`config.mk`:
```
export PLATFORM = sky130hd
export DESIGN_NAME = gcbf_link_fifo
export DESIGN_NICKNAME = d
export VERILOG_FILES = /design/src/rtl/core/gcbf_pkg.sv /design/src/rtl/core/gcbf_link_fifo.sv
export SDC_FILE = /design/constraint.sdc
export NUM_CORES = 1
export LEC_CHECK = 0
export ABC_AREA = 1
export BUFFER_PORTS_ARGS = -buffer_cell sky130_fd_sc_hd__buf_2
export CAP_MARGIN = 15
export CORE_ASPECT_RATIO = 1.2
export CORE_UTILIZATION = 57
export DETAILED_ROUTE_END_ITERATION = 8
export PLACE_DENSITY = 0.77
export SYNTH_ARGS = -nofsm -noshare
export SYNTH_HDL_FRONTEND = slang
export SYNTH_SLANG_ARGS = --single-unit
```
`constraint.sdc`:
```
create_clock -name clk -period 3 [get_ports clk]
set_input_delay 0.15 -clock clk [delete_from_list [all_inputs] [get_ports clk]]
set_output_delay 0.15 -clock clk [all_outputs]
set_load 0.01 [all_outputs]
```
`src/rtl/core/gcbf_pkg.sv`:
```
`timescale 1ns / 1ps
package gcbf_pkg;

	// window position width; positions saturate at all ones
	localparam int LEN_W      = 20;
	localparam int CHUNK_W    = 20;
	localparam int SIZE_W     = 20;
	localparam int GEAR_W     = 64;
	localparam int CMP_W      = 32;
	localparam int CFG_IDX_W  = 3;
	localparam int CFG_DATA_W = 64;

	localparam logic [LEN_W-1:0] POS_MAX = {LEN_W{1'b1}};

	// queue between front and back
	localparam int MQ_DEPTH = 4;
	localparam int MQ_AW    = 2;
	// result queue
	localparam int OQ_DEPTH = 2;
	localparam int OQ_AW    = 1;

	localparam logic CMD_LOAD = 1'b0;
	localparam logic CMD_DATA = 1'b1;

	localparam logic [1:0] KIND_MAIN   = 2'd0;
	localparam logic [1:0] KIND_BACKUP = 2'd1;
	localparam logic [1:0] KIND_LIMIT  = 2'd2;
	localparam logic [1:0] KIND_SHORT  = 2'd3;

	typedef enum logic [CFG_IDX_W-1:0] {
		REG_MIN_SIZE    = 3'd0,
		REG_MAX_SIZE    = 3'd1,
		REG_CUT_MASK    = 3'd2,
		REG_BACKUP_MASK = 3'd3,
		REG_TTTD_MODE   = 3'd4,
		REG_SKIP_MIN    = 3'd5
	} reg_idx_t;

	localparam logic [SIZE_W-1:0] MIN_SIZE_RST    = 20'd2048;
	localparam logic [SIZE_W-1:0] MAX_SIZE_RST    = 20'd65536;
	localparam logic [GEAR_W-1:0] CUT_MASK_RST    = 64'd8191;
	localparam logic [GEAR_W-1:0] BACKUP_MASK_RST = 64'd4095;

	typedef struct packed {
		logic              command;
		logic [7:0]        table_index;
		logic [GEAR_W-1:0] table_value;
		logic [7:0]        data_byte;
		logic              last_byte;
	} in_item_t;

	typedef struct packed {
		logic [CHUNK_W-1:0] chunk_length;
		logic [1:0]         cut_kind;
	} result_t;

	typedef struct packed {
		logic [SIZE_W-1:0] min_size;
		logic [SIZE_W-1:0] max_size;
		logic [GEAR_W-1:0] cut_mask;
		logic [GEAR_W-1:0] backup_mask;
		logic              tttd_mode;
		logic              skip_min;
	} cfg_t;

	// one looked-up data byte on its way to the hash unit
	typedef struct packed {
		logic              last;
		logic [GEAR_W-1:0] gear;
	} link_word_t;

endpackage

```
`src/rtl/core/gcbf_link_fifo.sv`:
```
`timescale 1ns / 1ps
module gcbf_link_fifo (
	input  logic                     clk,
	input  logic                     arst_n,
	input  logic                     wr_valid,
	input  gcbf_pkg::link_word_t     wr_word,
	output logic [gcbf_pkg::MQ_AW:0] level,
	output logic                     rd_valid,
	output gcbf_pkg::link_word_t     rd_word,
	input  logic                     rd_take
);
	import gcbf_pkg::*;

	link_word_t           slot_q [MQ_DEPTH];
	logic [MQ_AW-1:0]     wr_ptr_q;
	logic [MQ_AW-1:0]     rd_ptr_q;
	logic [MQ_AW:0]       level_q;
	logic                 do_rd;

	assign rd_valid = level_q != '0;
	assign rd_word  = slot_q[rd_ptr_q];
	assign level    = level_q;
	assign do_rd    = rd_take && rd_valid;

	always_ff @(posedge clk) begin
		if (wr_valid) begin
			slot_q[wr_ptr_q] <= wr_word;
		end
	end

	always_ff @(posedge clk or negedge arst_n) begin
		if (!arst_n) begin
			wr_ptr_q <= '0;
			rd_ptr_q <= '0;
			level_q  <= '0;
		end else begin
			if (wr_valid) begin
				wr_ptr_q <= wr_ptr_q + 1'b1;
			end
			if (do_rd) begin
				rd_ptr_q <= rd_ptr_q + 1'b1;
			end
			if (wr_valid && !do_rd) begin
				level_q <= level_q + 1'b1;
			end else if (do_rd && !wr_valid) begin
				level_q <= level_q - 1'b1;
			end
		end
	end

endmodule

```
After elaboration in Yosys (flattened, before gate mapping) --
Memory sizes are Yosys's and may differ from the RTL's. Cells that the tools add are included. W data, S select, Z words.
Word-level totals: bits in registers 7, output and inout port bits 69, memories 1, bits in writable memories 260, word-level logic and storage cells 19, bits of input ports 69
Operators by class: reductions and logical operators 7, muxes and demuxes 4, $add $sub $neg 4
Memories:
- slot_q | words 4, width 65, rd ports 1, clocked after Yosys merged registers in 0, wr ports 1, line gcbf_link_fifo.sv:14 | link_word_t slot_q [MQ_DEPTH];
Operator list (number):
- $mux W3 | 2
- $add A2 B1 Y2 const B | 2
- $add A3 B1 Y3 const B | 1
- $logic_and A1 B1 Y1 | 3
- $reduce_bool A3 Y1 | 1
- $sub A3 B1 Y3 const B | 1
- $logic_not A1 Y1 | 2
- $mux W1 | 2
- $reduce_bool A2 Y1 | 1

Depth between registers and ports, before layout --
depth after elaboration 5, gate-level depth with buffers 11, mapped depth without buffers 11

Worst setup path after synthesis --
No wires, ideal clock.
kind register to register, start register wr_ptr_q[0], end memory slot_q[2][0] in the netlist's numbering, enable pin, cell stages (with the launch flop) 5, slack 0.648 ns, buffers on the path 0, arrival time 1.933 ns, library setup time 0.419 ns, required time 2.581 ns, clock period less this slack 2.352 ns, cells stage by stage dfrtp_1 > inv_1 > ha_1 > nand2_1 > inv_1
RTL lines:
- start: declaration | line gcbf_link_fifo.sv:15 | logic [MQ_AW-1:0] wr_ptr_q;
- start signal: assignment | line gcbf_link_fifo.sv:38 | wr_ptr_q <= wr_ptr_q + 1'b1;
- end: declaration | line gcbf_link_fifo.sv:14
Straight into the memory's write port.

==> results.py <==
metrics = {
    "yosys": {
        "ys_types": 19,
        "postSynth.asyncResetShare": 0.0262,
        "postSynth.topFlopCell": "sky130_fd_sc_hd__edfxtp_1",
        "synth_cells": 812,
        "number_of_enable_flip_flop_cells_after_synthesis": 260,
        "syn_area_per_cell_um2": 13.1,
        "netlist_area_um2": 10700,
        "ys_seq_elements": 267,
        "synth-seq-area-share": 0.750,
        "synthesis.yosys.warnings": 0,
        "synth_fp_nets": 887,
    },
    "detailed_routing": {
        "drt_drc_violations_left": 0,
        "wl_per_cell_um": 16.3,
        "finalWirelength_mm": 20.5,
        "drt-initial-drc-count": 356,
        "via_count": 6565,
        "drtAntennaViolNets": 0,
        "drt-pass1-iter-count": 5,
        "post_drt_via_cell_ratio": 5.21,
    },
    "global_routing": {
        "grt_start_max_net_pins": 84,
        "number_of_antenna_violations_at_the_first_check_in_global_routing": 1,
        "globalRoute.totalOverflow": 0,
        "first_global_vias": 6458,
        "grt_pass1_wl_mm": 32.1,
        "groute.usage.overall": 0.219,
    },
    "layout": {
        "register_area_um2": 7980,
        "finish.net_count": 1090,
        "flow.area_growth_from_synthesis_pct": 22.3,
        "final_layout_size_suffix_gt1_frac": 0.189,
        "fillers": 1146,
        "layout.cells.non_filler": 1259,
        "layout_common_cells": "sky130_fd_sc_hd__edfxtp_1 (260), sky130_fd_sc_hd__nand2_1 (215), sky130_fd_sc_hd__inv_1 (137), sky130_fd_sc_hd__buf_2 (137), sky130_fd_sc_hd__o211ai_1 (130)",
        "multiInputGateArea_um2": 1910,
        "finalCoreUtilization": 0.714,
        "mostFrequentLayoutCell": "sky130_fd_sc_hd__edfxtp_1",
    },
    "placement": {
        "placement.setup.worst_slack_ns": 1.03,
        "place.detailed.hpwl_mm": 11.9,
        "number_of_port_buffers": 137,
        "gpl.final_weighted_congestion": 0.791,
        "placed_cells": 1144,
    },
    "floorplanning": {
        "die_width_um": 127,
        "height_of_the_die_um": 152,
        "fp.coreArea_um2": 18200,
        "placementRows": 54,
        "die-area_um2": 19200,
        "ios": 138,
        "start_util": 0.584,
    },
    "sta": {
        "drv_slew": 0,
        "max_freq_ghz": 0.401,
        "setup_viol": 0,
        "rsz_0062_raised_after_global_routing": "no",
        "tightestPinTransition_ns": 0.822,
        "tns_ns": 0,
        "period_minus_slack_ns": 2.49,
        "timing.max_slew.rel_slack": 0.452,
        "worst_slack_ns": 0.508,
        "layout_worst_path_cycle_share": 0.831,
        "finalClockSkew_ns": 0.00708,
        "finalHoldViolCount": 0,
    },
    "job": {
        "maxCapViolCount": 0,
    },
    "clocking": {
        "cts_tree": "built",
        "clk_transition_reported_paths_ns": 0.06,
        "clockBufferDepth": 3,
        "clk-insertion-delay-late_ns": 0.51,
        "cts.htree.levels": 1,
        "cts-buffers-inserted": 25,
        "clock_tree.root_cell": "sky130_fd_sc_hd__clkbuf_16",
        "post_cts.resized_instances": 0,
        "post_cts.repair.setup_buffers": 0,
        "clock_sinks": 267,
        "postCtsHoldBufs": 68,
    },
    "worst_setup_path": {
        "worst_r2r_path_depth": 4,
        "crit_chain": "inv_6 -> buf_4 -> nand2_1 -> o211ai_1 -> nand2_1 -> buf_2",
        "critPathArrivalTime_ns": 2.34,
        "timing.setup.critical_path_class": "register to primary output",
        "timing.critical_path.mode_cell": "sky130_fd_sc_hd__nand2_1",
        "crit_path_max_incr_delay_ns": 0.43,
        "cp-endpoint": "rd_word[64]",
        "critPathMaxFanout": 83,
        "r2r-start": "wr_ptr_q[0]",
        "crit_start": "rd_ptr_q[0]",
        "worst_path_max_delay_cell": "sky130_fd_sc_hd__dfrtp_1",
        "end_kind": "primary output",
        "setup.reg_to_reg.worst_slack_ns": 1.05,
        "worst_path_required_time_ns": 2.85,
        "setup.worst_path.start_class": "register",
        "r2r-end": "slot_q[3][42]",
    },
    "power_and_ir_drop": {
        "worst_ir_drop_vdd_uv": 713,
        "power-per-cell-area_nw_per_um2": 932,
        "power.leakage_nw": 5.35,
    },
    "min_path": {
        "hold_path_class": "input pin to async pin",
    },
    "status": {
        "status": "complete, no violations",
    },
}
## cell type report
cell class	instances	share of cell area
inverters	143	0.0420
clock inverters	13	0.00912
repair buffers	219	0.116
diodes	2	0.000384
flip-flops and latches	267	0.613
clock buffers	32	0.0516
well taps	224	0.0215
multi-input cells	359	0.147
## routing by layer
layer,wire length (um),global-route usage,share of wire,vias to the layer above
met5,0,0,0,-
met4,469,0.0804,0.023,0
met3,1060,0.0348,0.052,33
met2,11200,0.414,0.55,199
met1,7790,0.253,0.38,3102
li1,-,-,-,3231
## cells in the mapped netlist, types with 3 or more instances
library cell               count  area, um2
sky130_fd_sc_hd__ha_1          5       62.6
sky130_fd_sc_hd__inv_1       141        529
sky130_fd_sc_hd__o211ai_1    130        976
sky130_fd_sc_hd__dfrtp_1       7        175
sky130_fd_sc_hd__nand3_1       3       15.0
sky130_fd_sc_hd__clkbuf_1     10       37.5
sky130_fd_sc_hd__nand2_1     215        807
sky130_fd_sc_hd__edfxtp_1    260       7810
sky130_fd_sc_hd__buf_2        27        135
## worst min path at each step
stage | startpoint | end | slack [ns] | depth (start not counted)
3_5_place_dp | arst_n | level[2] | 0.003 | 1
4_1_cts | arst_n | level[2] | 0.001 | 2
5_1_grt | arst_n | level[2] | 0.04 | 2
2_1_floorplan | arst_n | level[0] | -0.15 | 0
3_3_place_gp | arst_n | level[2] | -0.0004 | 1
6_report | arst_n | level[2] | 0.01 | 2
## logic make-up after synthesis
kind of cell,synth area share
flops,0.750
buf+inv,0.0708
fa+ha+maj,0.00775
compound gates,0.0921
simple gates,0.0781
xor+xnor,0.00165
## report_power, final
group	total (mW)	internal, mW	switching [mW]
logic	4.06	1.37	2.69
registers	5.07	4.88	0.183
clock network	3.01	1.75	1.26
## stage by stage
stage | hold WS, ns | total power [mW] | instance area (um2)
2_1_floorplan | -0.146 | 7.74 | 10700
3_3_place_gp | -0.000351 | 9.02 | 11600
3_5_place_dp | 0.00326 | 9.13 | 11600
4_1_cts | 0.00142 | 12.2 | 13000
5_1_grt | 0.0409 | 12.9 | 13000
6_report | 0.0121 | 12.1 | 13000
## critical path, delay by kind of cell, from the launching register on
family / cells / cell delay, ns
AO/OA/AOI/OAI: 1 / 0.11
flip-flops: 1 / 0.43
buffers and inverters: 3 / 0.98
AND/OR/NAND/NOR: 2 / 0.23
## sequential cells by signal, indices dropped and copies added, names as in the netlist
| signal | cells |
|---|---|
| slot_q | 260 |
| level | 3 |
| rd_ptr_q | 2 |
| wr_ptr_q | 2 |
No activity file was read; power rests on OpenSTA's default activity.
