--- src/rtl/core/gcbf_pkg.sv ---
`timescale 1ns / 1ps
package gcbf_pkg;

	// window position width; positions saturate at all ones
	localparam int LEN_W      = 20;
	localparam int CHUNK_W    = 20;
	localparam int SIZE_W     = 20;
	localparam int GEAR_W     = 64;
	localparam int CMP_W      = 32;
	localparam int CFG_IDX_W  = 3;
	localparam int CFG_DATA_W = 64;

	localparam logic [LEN_W-1:0] POS_MAX = {LEN_W{1'b1}};

	// queue between front and back
	localparam int MQ_DEPTH = 4;
	localparam int MQ_AW    = 2;
	// result queue
	localparam int OQ_DEPTH = 2;
	localparam int OQ_AW    = 1;

	localparam logic CMD_LOAD = 1'b0;
	localparam logic CMD_DATA = 1'b1;

	localparam logic [1:0] KIND_MAIN   = 2'd0;
	localparam logic [1:0] KIND_BACKUP = 2'd1;
	localparam logic [1:0] KIND_LIMIT  = 2'd2;
	localparam logic [1:0] KIND_SHORT  = 2'd3;

	typedef enum logic [CFG_IDX_W-1:0] {
		REG_MIN_SIZE    = 3'd0,
		REG_MAX_SIZE    = 3'd1,
		REG_CUT_MASK    = 3'd2,
		REG_BACKUP_MASK = 3'd3,
		REG_TTTD_MODE   = 3'd4,
		REG_SKIP_MIN    = 3'd5
	} reg_idx_t;

	localparam logic [SIZE_W-1:0] MIN_SIZE_RST    = 20'd2048;
	localparam logic [SIZE_W-1:0] MAX_SIZE_RST    = 20'd65536;
	localparam logic [GEAR_W-1:0] CUT_MASK_RST    = 64'd8191;
	localparam logic [GEAR_W-1:0] BACKUP_MASK_RST = 64'd4095;

	typedef struct packed {
		logic              command;
		logic [7:0]        table_index;
		logic [GEAR_W-1:0] table_value;
		logic [7:0]        data_byte;
		logic              last_byte;
	} in_item_t;

	typedef struct packed {
		logic [CHUNK_W-1:0] chunk_length;
		logic [1:0]         cut_kind;
	} result_t;

	typedef struct packed {
		logic [SIZE_W-1:0] min_size;
		logic [SIZE_W-1:0] max_size;
		logic [GEAR_W-1:0] cut_mask;
		logic [GEAR_W-1:0] backup_mask;
		logic              tttd_mode;
		logic              skip_min;
	} cfg_t;

	// one looked-up data byte on its way to the hash unit
	typedef struct packed {
		logic              last;
		logic [GEAR_W-1:0] gear;
	} link_word_t;

endpackage

--- src/rtl/core/gcbf_back.sv ---
`timescale 1ns / 1ps
module gcbf_back (
	input  logic                 clk,
	input  logic                 arst_n,
	input  gcbf_pkg::cfg_t       cfg,
	input  logic                 link_valid,
	input  gcbf_pkg::link_word_t link_word,
	output logic                 link_take,
	output logic                 empty,
	input  logic                 pop,
	output gcbf_pkg::result_t    result
);
	import gcbf_pkg::*;

	// window state
	logic [GEAR_W-1:0] fp_q;
	logic [LEN_W-1:0]  pos_q;
	logic [LEN_W-1:0]  fcut_q;
	logic [LEN_W-1:0]  bcut_q;
	logic              found_q;

	// result queue
	result_t           oq_q [OQ_DEPTH];
	logic [OQ_AW-1:0]  oq_wr_q;
	logic [OQ_AW-1:0]  oq_rd_q;
	logic [OQ_AW:0]    oq_level_q;

	logic [LEN_W-1:0]  start;
	logic              hash_en;
	logic [GEAR_W-1:0] fp_new;
	logic              main_hit;
	logic              bk_hit;
	logic              main_cut;
	logic              bk_cut;
	logic [LEN_W-1:0]  pos_nx;
	logic              found_nx;
	logic [LEN_W-1:0]  fcut_nx;
	logic [LEN_W-1:0]  bcut_nx;
	logic [LEN_W-1:0]  len;
	logic [1:0]        kind;
	logic              emit;
	logic              do_pop;
	result_t           res_nx;

	always_comb begin
		start    = cfg.skip_min ? LEN_W'(cfg.min_size) : '0;
		hash_en  = !found_q
			&& CMP_W'(pos_q) >= CMP_W'(start)
			&& CMP_W'(pos_q) < CMP_W'(cfg.max_size)
			&& pos_q != POS_MAX;
		fp_new   = {fp_q[GEAR_W-2:0], 1'b0} + link_word.gear;
		main_hit = ~|(fp_new & cfg.cut_mask);
		bk_hit   = ~|(fp_new & cfg.backup_mask);
		// in two-threshold mode a main hit counts only inside a backup hit
		main_cut = hash_en && (cfg.tttd_mode ? (bk_hit && main_hit) : main_hit);
		bk_cut   = hash_en && cfg.tttd_mode && bk_hit && !main_hit;
		pos_nx   = (pos_q == POS_MAX) ? pos_q : pos_q + 1'b1;
		found_nx = found_q || main_cut;
		fcut_nx  = main_cut ? pos_nx : fcut_q;
		bcut_nx  = bk_cut ? pos_nx : bcut_q;

		priority if (CMP_W'(pos_nx) <= CMP_W'(cfg.min_size)) begin
			len  = pos_nx;
			kind = KIND_SHORT;
		end else if (found_nx) begin
			len  = fcut_nx;
			kind = KIND_MAIN;
		end else if (cfg.tttd_mode && bcut_nx != '0) begin
			len  = bcut_nx;
			kind = KIND_BACKUP;
		end else begin
			len  = (CMP_W'(pos_nx) < CMP_W'(cfg.max_size)) ? pos_nx : LEN_W'(cfg.max_size);
			kind = KIND_LIMIT;
		end
		res_nx.chunk_length = CHUNK_W'(len);
		res_nx.cut_kind     = kind;

		// hold a last word until the result queue has room
		link_take = link_valid && (!link_word.last || oq_level_q != (OQ_AW+1)'(OQ_DEPTH));
		emit      = link_take && link_word.last;
		do_pop    = pop && oq_level_q != '0;
	end

	always_ff @(posedge clk or negedge arst_n) begin
		if (!arst_n) begin
			fp_q    <= '0;
			pos_q   <= '0;
			fcut_q  <= '0;
			bcut_q  <= '0;
			found_q <= 1'b0;
		end else if (link_take) begin
			if (link_word.last) begin
				fp_q    <= '0;
				pos_q   <= '0;
				fcut_q  <= '0;
				bcut_q  <= '0;
				found_q <= 1'b0;
			end else begin
				if (hash_en) begin
					fp_q <= fp_new;
				end
				pos_q   <= pos_nx;
				fcut_q  <= fcut_nx;
				bcut_q  <= bcut_nx;
				found_q <= found_nx;
			end
		end
	end

	always_ff @(posedge clk) begin
		if (emit) begin
			oq_q[oq_wr_q] <= res_nx;
		end
	end

	always_ff @(posedge clk or negedge arst_n) begin
		if (!arst_n) begin
			oq_wr_q    <= '0;
			oq_rd_q    <= '0;
			oq_level_q <= '0;
		end else begin
			if (emit) begin
				oq_wr_q <= oq_wr_q + 1'b1;
			end
			if (do_pop) begin
				oq_rd_q <= oq_rd_q + 1'b1;
			end
			if (emit && !do_pop) begin
				oq_level_q <= oq_level_q + 1'b1;
			end else if (do_pop && !emit) begin
				oq_level_q <= oq_level_q - 1'b1;
			end
		end
	end

	assign empty  = oq_level_q == '0;
	assign result = oq_q[oq_rd_q];

endmodule

--- config.mk ---
export PLATFORM = sky130hd
export DESIGN_NAME = gcbf_back
export DESIGN_NICKNAME = d
export VERILOG_FILES = /design/src/rtl/core/gcbf_pkg.sv /design/src/rtl/core/gcbf_back.sv
export SDC_FILE = /design/constraint.sdc
export NUM_CORES = 1
export LEC_CHECK = 0
export BUFFER_PORTS_ARGS = -buffer_cell sky130_fd_sc_hd__buf_2
export CORE_UTILIZATION = 42
export DETAILED_ROUTE_END_ITERATION = 10
export MAX_ROUTING_LAYER = met4
export PLACE_DENSITY = 0.58
export RECOVER_POWER = 50
export SLEW_MARGIN = 20
export SYNTH_ARGS = -nofsm -noshare
export SYNTH_HDL_FRONTEND = slang
export SYNTH_SLANG_ARGS = --single-unit
--- constraint.sdc ---
create_clock -name clk -period 6 [get_ports clk]
set_input_delay 0.6 -clock clk [delete_from_list [all_inputs] [get_ports clk]]
set_output_delay 0.6 -clock clk [all_outputs]
set_load 0.1 [all_outputs]
* Word-level counts from Yosys, hierarchy flattened
Memory sizes are Yosys's and may differ from the RTL's.
Cells that the tools add are included.
** Storage, ports and cells
- Bits in registers :: 128
- Memory bits (writable) :: 44
- Input bits :: 239
- Output and inout port bits :: 24
- Word-level logic and storage cells :: 76
- Memories kept :: 1
** Operators by class
- $add $sub $neg :: 6
- $lt $le $gt $ge :: 4
- Equal/unequal tests :: 3
- Multiplexer cells :: 22
- Bitwise logic cells :: 2
- Reductions and logical operators :: 30
** Memory list
- oq_q :: words 2, width 22, read ports 1, clocked after Yosys merged registers in 0, wr ports 1, line gcbf_back.sv:23 : result_t oq_q [OQ_DEPTH];
** Operator list (count)
- 2-to-1 mux 20 bit :: 11
- AND 64 bit :: 2
- OR reduction 64 bit :: 2
- 2-to-1 mux 63 bit :: 2
- adder 64 bit :: 1
- < comparator 20 bit :: 2
- adder 20 x 1 -> 20 bit (second input constant) :: 1
- == test 20 bit (second input constant) :: 1
- >= comparator 20 bit :: 1
- less-or-equal comparator 20 bit :: 1
- inequality test 20 bit (second input constant) :: 1
- nonzero test 20 bit :: 1
- logical AND 1 bit :: 14
- 2-to-1 mux 2 bit :: 5
- zero test 1 bit :: 6
- nonzero test 2 bit :: 3
- 2-to-1 mux 1 bit :: 4
- adder 1 bit (second input constant) :: 2
- adder 2 x 1 -> 2 bit (second input constant) :: 1
- zero test 2 bit :: 1
- logical OR 1 bit :: 2
- inequality test 2 bit (second input constant) :: 1
- AND reduction 2 bit :: 1
- subtractor 2 x 1 -> 2 bit (second input constant) :: 1

* Longest topological paths before layout
- Word-level depth :: 14
- Depth in mapped cells :: 24
- Gate-level depth less buffers :: 22

* Worst setup path after synthesis
Ideal clock, no wire load.
- Path type :: input -> register
- Start point :: in link_word[1] in the netlist's numbering
- End point :: mem oq_q[0][3] in the netlist's numbering, data pin
- Library setup time :: 0.284 ns
- Data arrival time :: 4.897 ns
- Data required time :: 5.716 ns
- Setup slack :: 0.819 ns
- Stages :: 18
- Buffers on the path :: 1
- Cells stage by stage :: ha_1 > inv_1 > fa_1 > nand2b_2 > a211oi_4 > nand4_2 > a21oi_4 > o31ai_2 > a211oi_2 > o32ai_1 > a2111o_1 > or4_4 > or4_4 > nand2b_4 > buf_6 > mux2_4 > a221oi_1 > o221ai_1
** Between the ends
- Word-level cells in the longest chain between the ends :: 12
- Elaborated cells on any way between the ends :: 20
- Those cells by class :: add/sub: 1; mux: 6; bitwise: 2; reduce/logical: 11
** RTL lines
- start, declared :: line gcbf_back.sv:7 : input gcbf_pkg::link_word_t link_word,
- adder 64 bit * :: line gcbf_back.sv:51 : fp_new = {fp_q[GEAR_W-2:0], 1'b0} + link_word.gear;
- AND 64 bit :: line gcbf_back.sv:53 : bk_hit = ~|(fp_new & cfg.backup_mask);
- OR reduction 64 bit :: line gcbf_back.sv:53
- zero test 1 bit :: line gcbf_back.sv:53
- logical AND 1 bit (2 in a row) :: line gcbf_back.sv:56 : bk_cut = hash_en && cfg.tttd_mode && bk_hit && !main_hit;
- 2-to-1 mux 20 bit :: line gcbf_back.sv:60 : bcut_nx = bk_cut ? pos_nx : bcut_q;
- nonzero test 20 bit :: line gcbf_back.sv:68 : end else if (cfg.tttd_mode && bcut_nx != '0) begin
- logical AND 1 bit :: line gcbf_back.sv:68
- 2-to-1 mux 20 bit :: line gcbf_back.sv:68
- 2-to-1 mux 20 bit * :: line gcbf_back.sv:65 : end else if (found_nx) begin
- 2-to-1 mux 20 bit * :: line gcbf_back.sv:62 : priority if (CMP_W'(pos_nx) <= CMP_W'(cfg.min_size)) begin
- net len[1] :: line gcbf_back.sv:39 : logic [LEN_W-1:0] len;
- end, declared :: line gcbf_back.sv:23
The timed path passes the listed nets; every way through them passes the cells marked *.

* Worst setup path after layout
- Start point :: reg fp_q[8]
- End point :: mem oq_q[0][13] in the netlist's numbering, data pin
** Between the ends
- Word-level cells in the longest chain between the ends :: 12
- Elaborated cells on any way between the ends :: 20
- Those cells by class :: add/sub: 1; mux: 6; bitwise: 2; reduce/logical: 11
** RTL lines
- start, declared :: line gcbf_back.sv:16 : logic [GEAR_W-1:0] fp_q;
- start signal, assigned :: line gcbf_back.sv:100 : fp_q <= fp_new;
- adder 64 bit * :: line gcbf_back.sv:51
- AND 64 bit :: line gcbf_back.sv:53
- OR reduction 64 bit :: line gcbf_back.sv:53
- zero test 1 bit :: line gcbf_back.sv:53
- logical AND 1 bit (2 in a row) :: line gcbf_back.sv:56
- 2-to-1 mux 20 bit :: line gcbf_back.sv:60
- nonzero test 20 bit :: line gcbf_back.sv:68
- logical AND 1 bit :: line gcbf_back.sv:68
- 2-to-1 mux 20 bit :: line gcbf_back.sv:68
- 2-to-1 mux 20 bit * :: line gcbf_back.sv:65
- 2-to-1 mux 20 bit * :: line gcbf_back.sv:62
- net len[11] :: line gcbf_back.sv:39
Marked as above.

==> impl_metrics.yaml <==
power_and_ir_drop:
  ir_drop_mv: 0.228
  power_per_cell_area_nw_per_um2: 214
  p_leak_nw: 9.94
grt:
  grtUsageTotal_pct: 43.7
  grt_overflow_total: 0
  grt_pass1_vias: 19900
  grt_max_degree: 90
  grt_pass1_wl_um: 129000
  antenna_found_initial: 2
setup_path:
  reg2regPathDepth: 21
  path_common_cell: "buf_4"
  crit_type: "register to register"
  reg2reg_slack_ps: 100
  cp.arrival_ps: 6110
  crit_path_cell_trace: "ha_1 -> a21oi_1 -> o21ai_1 -> a211oi_2 -> buf_4 -> o21ai_1 -> mux2i_1 -> buf_4 -> o21ai_0 -> nor4_1 -> buf_4 -> nand4_1 -> buf_4 -> nor4_1 -> buf_4 -> nand2_1 -> nand2b_4 -> buf_4 -> mux2_4 -> a221oi_2 -> o221ai_1"
  start_kind: "register"
  crit_path_end: "oq_q[0][13]"
  crit_required_ps: 6210
  timing.critical_path.max_delay_family: "compound AO/OA/AOI/OAI gates"
  r2r-end: "oq_q[0][13]"
  critical_path.max_stage_delay_ps: 570
  endpoint_kind: "register"
  r2r_start: "fp_q[8]"
  cp_slowest_cell: "a211oi_2"
  path_depth: 21
  path_buf_inv: 6
  cp_max_fo: 7
  worstSetupStartpoint: "fp_q[8]"
detailed_routing:
  route.detailed.drc: 0
  first_pass_iters: 7
  vias_per_cell: 6.54
  dr_total_vias: 20600
  routedWlPerCell_um: 28.7
  drtIter0Drc: 2541
  drtAntennaViolNets: 0
  wl_um: 90500
finish:
  area_growth_pct: 24.2
  num_antenna_cells: 0
  n_fill_cell: 4008
  nets: 2987
  drive_above_1_share_pct: 24.8
  instances_no_fill: 3150
cts:
  cts_tree: "yes"
  htreeDepth: 4
  clock-sinks: 172
  path_clk_slew_ps: 80
  clk_latency_ps: 500
  clock_path_buffers: 2
  cts_buffers: 17
  hold_buffers: 0
  cts-root-buf: "clkbuf_16"
floorplanning:
  core_um2: 40900
  ioPinCount: 263
  dieHeight_um: 206
  start_util_pct: 42.6
  die_w_um: 206
  dieArea_um2: 42400
  rows: 74
sta:
  fin_ws_ps: 96.2
  setup_viol: 0
  fmax_mhz: 169
  hold_viol: 0
  whs_ps: 407
  skew_ps: 22.9
  worst_pin_slew_ps: 4870
  finalCritPeriodShare_pct: 98.4
  relSlewSlack_pct: -225
  rsz0062_at_grt: "false"
  drv_slew: 212
  min_period_ps: 5900
hold_path:
  hold_path_class: "input pin to register"
  holdPathStages: 2
placement:
  hpwlAfterDp_um: 73400
  gp_congestion: 1.17
  dp.cells: 3118
  dpl_worst_slack_ps: -97.3
  io_buffers: 262
yosys:
  synth_top_area_cell: "dfrtp_1"
  ys_ff_latch: 172
  syn-num-nets: 2542
  synthArstFlopShare_pct: 74.4
  yosysSeqAreaShare_pct: 25.9
  synth_top_cell_area_share_pct: 18.4
  yosysUniqueCellTypes: 97
  ys_top_cells_by_area: "dfrtp_1 18%, ha_1 10%, edfxtp_1 7.6%"
  synth.cell_area_um2: 17400
  synth_flop_cell: "dfrtp_1"
  synth.cells.most_frequent: "277 x nand2_1, 173 x o21ai_0, 146 x a21oi_1, 142 x ha_1, 141 x nor2_1"
  yosysMostFrequentCell: "nand2_1"
  avgSynthCellArea_um2: 8.08
  syn_inst: 2160
  synth_warnings: 0
  synth_edf_count: 44
status:
  status: "finished, violations left"
  failed_checks: "capacitance limit, slew limit"
job:
  cap_viol_max_count: 4
==> power breakdown <==
part | switching, W | internal [W]
Sequential | 0.000104 | 0.00130
Clock | 0.000610 | 0.000645
Combinational | 0.00138 | 0.000608
==> metal layers <==
layer / track usage (%) / up-vias / share of wire (%)
met3: 8.17 / 286 / 9.1
met4: 24.8 / 0 / 6.7
met5: - / - / 0
met1: 52.4 / 9910 / 39
li1: - / 9103 / -
met2: 68.6 / 1312 / 45
==> worst min path at each step <==
stage	start	end	slack [ps]
2_1_floorplan	arst_n	bcut_q[0]	300
3_3_place_gp	fp_q[50]	fp_q[50]	470
3_5_place_dp	fp_q[56]	fp_q[56]	480
4_1_cts	arst_n	pos_q[5]	260
5_1_grt	link_word[0]	fp_q[0]	400
6_report	link_word[0]	fp_q[0]	410
==> cells in the final DEF (no fill, tap or decap), types with 12 or more instances in the layout <==
cell type / count
nand2_1: 277
nor4_1: 22
o21ai_0: 172
dfrtp_1: 128
a2bb2oi_1: 23
inv_1: 97
buf_2: 238
clkbuf_16: 17
clkbuf_1: 26
nand2b_1: 24
a221oi_2: 12
and2_1: 17
and4_1: 19
buf_4: 262
xor2_1: 26
o21a_1: 19
a22o_1: 39
o21ai_1: 24
a221oi_1: 16
a22oi_1: 14
nor2b_1: 16
nor2_1: 141
a211oi_1: 22
nand4_1: 73
o221ai_1: 15
edfxtp_1: 44
a21oi_1: 146
a21o_1: 31
o211ai_1: 18
mux2i_1: 20
nand3_1: 60
mux2_2: 26
nor3_1: 70
and3_1: 23
ha_1: 142
mux2_4: 14
xnor2_1: 45
==> state kept, by name, summed over array words and instances, names as in the netlist <==
signal and count:
found_q 1, fp_q 63, oq_wr_q 1, oq_rd_q 1, fcut_q 20, oq_level_q 2
bcut_q 20, pos_q 20, oq_q 44
==> area by class of cell <==
type	count	area, um2	share of cell area, %
Multi-Input combinational cell	1783	12100	55.9
Timing Repair Buffer	533	3370	15.6
Tap cell	532	666	3.07
Sequential cell	172	4520	20.9
Clock inverter	13	174	0.803
Inverter	98	368	1.70
Clock buffer	19	443	2.04
==> cell families (layout without fill, tap and decap cells) <==
kind of cell / Yosys count / in the layout / synth area share [%]
buf+inv: 205 / 663 / 5.00
fa+ha+maj: 143 / 143 / 10.3
flops: 172 / 172 / 25.9
compound gates: 712 / 712 / 28.5
xor+xnor: 72 / 72 / 3.61
mux: 61 / 61 / 4.09
simple gates: 795 / 795 / 22.6
==> what timing repair did <==
item / 4_1_cts / 5_1_grt
hold endpoints to repair: 0 / 0
gates resized for setup: 0 / 5
setup endpoints to repair: 0 / 40
setup buffers: 0 / 0
==> stage by stage <==
| stage | instance area [um2] | setup TNS (ps) | util [%] | power (W) |
|---|---|---|---|---|
| 2_1_floorplan | 17400 | 0 | - | 0.00262 |
| 3_3_place_gp | 21100 | 0 | 51.5 | 0.00334 |
| 3_5_place_dp | 21100 | -1750 | 51.5 | 0.00336 |
| 4_1_cts | 21700 | 0 | 53.0 | 0.00462 |
| 5_1_grt | 21700 | 0 | 52.9 | 0.00480 |
| 6_report | 21700 | 0 | 52.9 | 0.00465 |
Power figures use the tool's default switching activity.
